[src/hdl/fgpt_pkg.sv]
// shared types and constants for the frame gateway policy table
`default_nettype none
package fgpt_pkg;

  localparam int unsigned WINDOW_MS = 1000;
  localparam logic [16:0] COUNT_MAX = 17'h1FFFF;

  typedef enum logic [2:0] {
    CMD_EVAL   = 3'd0,
    CMD_ADD    = 3'd1,
    CMD_REMOVE = 3'd2,
    CMD_CLEAR  = 3'd3,
    CMD_TICK   = 3'd4
  } cmd_e;

  // lowest of the unused command codes, which do nothing
  localparam logic [2:0] CMD_SPARE = 3'd5;

  localparam logic [2:0] ACT_DENY      = 3'd1;
  localparam logic [2:0] ACT_RATE      = 3'd2;
  localparam logic [2:0] ACT_LOG_ONLY  = 3'd4;
  localparam logic [2:0] ACT_REDIRECT  = 3'd5;

  localparam logic [1:0] ST_DONE     = 2'd0;
  localparam logic [1:0] ST_NOTFOUND = 2'd1;
  localparam logic [1:0] ST_FULL     = 2'd2;

  typedef struct packed {
    logic [2:0]  command;
    logic [7:0]  channel_type;
    logic [7:0]  channel_num;
    logic [31:0] frame_ident;
    logic [31:0] now_ms;
    logic [2:0]  rule_action;
    logic [15:0] frame_quota;
    logic [7:0]  redirect_type;
    logic [7:0]  redirect_num;
    logic [31:0] redirect_frame;
  } req_t;

  typedef struct packed {
    logic        verdict;
    logic [7:0]  out_channel_type;
    logic [7:0]  out_channel_num;
    logic [31:0] out_frame_ident;
    logic        log_pulse;
    logic [1:0]  op_status;
    logic [4:0]  rule_count;
    logic [31:0] deny_total;
  } res_t;

endpackage
`default_nettype wire

[src/hdl/fgpt_front.sv]
// front end: takes requests and holds them in a short queue
`default_nettype none
module fgpt_front import fgpt_pkg::*; (
  input  wire  logic clk,
  input  wire  logic rst,
  input  wire  logic start,
  input  wire  req_t req_in,
  output logic       busy,
  output logic       q_valid,
  output req_t       q_req,
  input  wire  logic q_pop
);
  // two-entry queue
  req_t       slot [2];
  logic       rd_ptr, wr_ptr;
  logic [1:0] fill;
  logic       push;

  assign push    = start && !busy;
  assign busy    = (fill == 2'd2);
  assign q_valid = (fill != 2'd0);
  assign q_req   = slot[rd_ptr];

  always_ff @(posedge clk) begin
    if (push) slot[wr_ptr] <= req_in;
    if (rst) begin
      rd_ptr <= 1'b0;
      wr_ptr <= 1'b0;
      fill   <= 2'd0;
    end else begin
      if (push) wr_ptr <= ~wr_ptr;
      if (q_pop) rd_ptr <= ~rd_ptr;
      fill <= fill + {1'b0, push} - {1'b0, q_pop};
    end
  end
endmodule
`default_nettype wire

[config.mk]
export PLATFORM = sky130hd
export DESIGN_NAME = fgpt_front
export DESIGN_NICKNAME = d
export VERILOG_FILES = /design/src/hdl/fgpt_pkg.sv /design/src/hdl/fgpt_front.sv
export SDC_FILE = /design/constraint.sdc
export NUM_CORES = 1
export LEC_CHECK = 0
export BUFFER_PORTS_ARGS = -buffer_cell sky130_fd_sc_hd__buf_4
export CAP_MARGIN = 10
export CORE_MARGIN = 2
export CORE_UTILIZATION = 55
export DETAILED_ROUTE_END_ITERATION = 16
export MAX_ROUTING_LAYER = met4
export PLACE_DENSITY = 0.83
export REMOVE_ABC_BUFFERS = 1
export SLEW_MARGIN = 20
export SYNTH_ARGS = -nofsm -noshare
export SYNTH_HDL_FRONTEND = slang
export SYNTH_SLANG_ARGS = --single-unit
[constraint.sdc]
create_clock -name clk -period 8.7 [get_ports clk]
set_input_delay 0.87 -clock clk [delete_from_list [all_inputs] [get_ports clk]]
set_output_delay 0.87 -clock clk [all_outputs]
set_load 0.02 [all_outputs]
==> summary.txt <==
Critical path
  – Crit path kind: flop to output pin
  – Kind of start point of the critical path: flop
  – CP endpoint: q_req[33]
  – Cell mode on critical path: buf_4
  – Slowest stage delay, CP: 880 ps
  – R2R depth: 5
  – CP endpoint kind: output pin
  – Levels on crit path: 3
  – WP data required: 7830 ps
  – Buf/Inv on CP: 2
  – Crit path max-delay family: buffers and inverters
  – Worst flop-to-flop path endpoint: slot[0][134]
  – Worst path cell trace: buf_4 > mux2_2 > buf_4
  – CP Max Fanout: 64
  – CP arrival: 2730 ps
  – Reg-to-Reg Start: fill[0]
  – Critical path's slowest cell: buf_4
  – Worst R2R Setup Slack: 5850 ps

Clocking
  – Clk_lat worst skew: 540 ps
  – CTS root buf: clkbuf_16
  – Cts repair resizes: 0
  – CTS tree: built
  – Clock-pin slew on the worst setup and hold paths: 60 ps
  – CTS Buffer Depth: 3
  – H-tree depth: 1
  – CTS Sinks: 305
  – Number of setup buffers added after CTS: 0
  – Hold-fix buffers, CTS: 0
  – TritonCTS Buffers: 30

Timing
  – Slew Viols, Final: 0
  – Slew HR: 28.55%
  – RSZ-0062 raised after global routing: no
  – Setup TNS Final: 0 ps
  – Worst Setup Slack, final: 5100 ps
  – Period utilization: 41.37%
  – Final setup viols: 0
  – Measured slew at the worst slew-check pin: 1072 ps
  – Fin crit period: 3600 ps
  – Final hold violations: 0
  – F_max: 0.2778 GHz
  – Final Skew: 15.32 ps

Pwr
  – Leak: 5.813 nW
  – VDD IR max: 313.7 µV
  – Power Density: 265.9 nW/µm²

Yosys
  – Synthesized flop and latch total: 305
  – Post-synthesis sequential area ratio: 79.48%
  – Warnings from Yosys: 0
  – Mapped cell area: 11460 µm²
  – Syn avg cell area: 23.29 µm²
  – Synth unique cells: 20
  – Synth area leader: edfxtp_1
  – Top cells by area, synth: edfxtp_1 79%, mux2_4 13%, mux2_2 4.9%, buf_6 1.1%, dfxtp_1 0.87%
  – Yosys top cell area share: 78.61%
  – Mapped Cells: 492

Layout
  – Area growth from synthesis to layout: 30.41%
  – N_diodes: 0
  – Fraction of layout cells with a size suffix above 1: 59.88%
  – Commonest non-fill, non-tap cell in the layout: buf_4
  – Fin nets: 972
  – Most frequent cells in the layout: 309 x buf_4, 300 x edfxtp_1, 100 x mux2_4, 50 x mux2_2, 31 x clkbuf_16

Status
  – Status: finished, final reports clean

Worst hold path
  – Worst hold path cell count: 1
  – Worst hold path type: primary input to flop

Routing
  – Final wirelength: 22200 µm
  – Drt pass-1 iters: 4
  – Drt drc: 0
  – Via count: 5731
  – Post-DR wirelength/cell: 20.00 µm
  – Post-DR vias/cell: 5.163
  – First DRT Iteration DRCs: 307
  – Post-route ant nets: 0

Placement
  – Buffers on Ports: 305
  – GPL Wtd Cong: 0.7929
  – Post-DP HPWL: 14790 µm
  – Dpl ws: 5336 ps

Floorplan
  – Die Wd: 148.3 µm
  – Core Box Area: 20360 µm²
  – Die Area: 22010 µm²
  – I/O pin count: 306
  – Height of the chip: 148.3 µm
  – Cell Rows: 52
  – Initial core utilization: 56.27%

Run
  – Max_cap viols: 0

Global route
  – Vias in the first global route: 5948
  – First-pass GRT wire length: 32000 µm
  – Initial antenna violation count: 0
  – GRT overflow: 0
  – Largest net degree at the start of global routing: 85
  – Global Route Usage Sum: 19.61%
## metrics by stage
stage | hold WS [ps] | power [mW] | cells | utilization [%] | instance area, µm²
floorplan | 451.8 | 2.452 | 475 | - | 11300
global placement | 477.2 | 2.716 | 1054 | 68.59 | 13970
detailed placement | 511.5 | 2.751 | 1054 | 68.59 | 13970
CTS | 483.6 | 4.010 | 1110 | 73.38 | 14940
global route | 487.1 | 4.111 | 1110 | 73.38 | 14940
finish | 513.3 | 3.973 | 1110 | 73.38 | 14940
## layout make-up
class | count | area [µm²]
Clock buffer | 46 | 852.1
Clock inverter | 10 | 125.1
Fill cell | 1170 | 5420
Inverter | 4 | 20.02
Multi-Input combinational cell | 166 | 2177
Sequential cell | 305 | 9112
Tap cell | 270 | 337.8
Timing Repair Buffer | 309 | 2320
## state kept, by name, indices dropped and copies added, names as in the netlist, named ones only
signal  flops
wr_ptr      1
fill        2
rd_ptr      1
slot      300
## power by group
part           switching [mW]  internal [mW]
logic                   0.435          0.375
registers              0.0536           1.85
clock network           0.502          0.760
## cells in the mapped netlist (all sizes together)
cell	number
o21ai	1
nand2	1
and3	1
mux2	150
ha	2
nand2b	1
buf	17
or3	1
inv	4
nor2b	1
xnor2	2
nor2	3
dfxtp	5
a21oi	1
edfxtp	300
or2	1
xor2	1
## worst reg2reg max path: stages (launching register included)
cell and delay [ps]:
dfxtp_1 340, nand2b_1 160, inv_1 80, or3_1 400, inv_6 570, buf_4 820
## kinds of logic after synthesis
family / count (synthesis) / synth area share, %
AOI/OAI and AO/OA: 2 / 0.08726
xor gates and xnor gates: 3 / 0.2293
adders and majority gates: 2 / 0.2183
buffers and inverters: 21 / 1.561
DFF: 305 / 79.48
muxes: 150 / 18.02
and+or+nand+nor: 9 / 0.4041
## how the worst min path moves through the flow
stage / start / endpoint / slack, ps
finish: req_in[81] / slot[0][81] / 510
detailed placement: rd_ptr / flop / 510
global placement: wr_ptr / wr_ptr / 480
CTS: req_in[84] / slot[1][84] / 480
global route: req_in[126] / slot[1][126] / 490
floorplan: wr_ptr / wr_ptr / 450
## routing by layer
metal	part of all wire [%]	track usage [%]	vias up
met1	38	23.94	2833
met5	0	-	-
li1	-	-	2594
met2	50	32.82	259
met4	3.0	6.286	0
met3	8.5	4.540	45
Power figures use the tool's default switching activity.
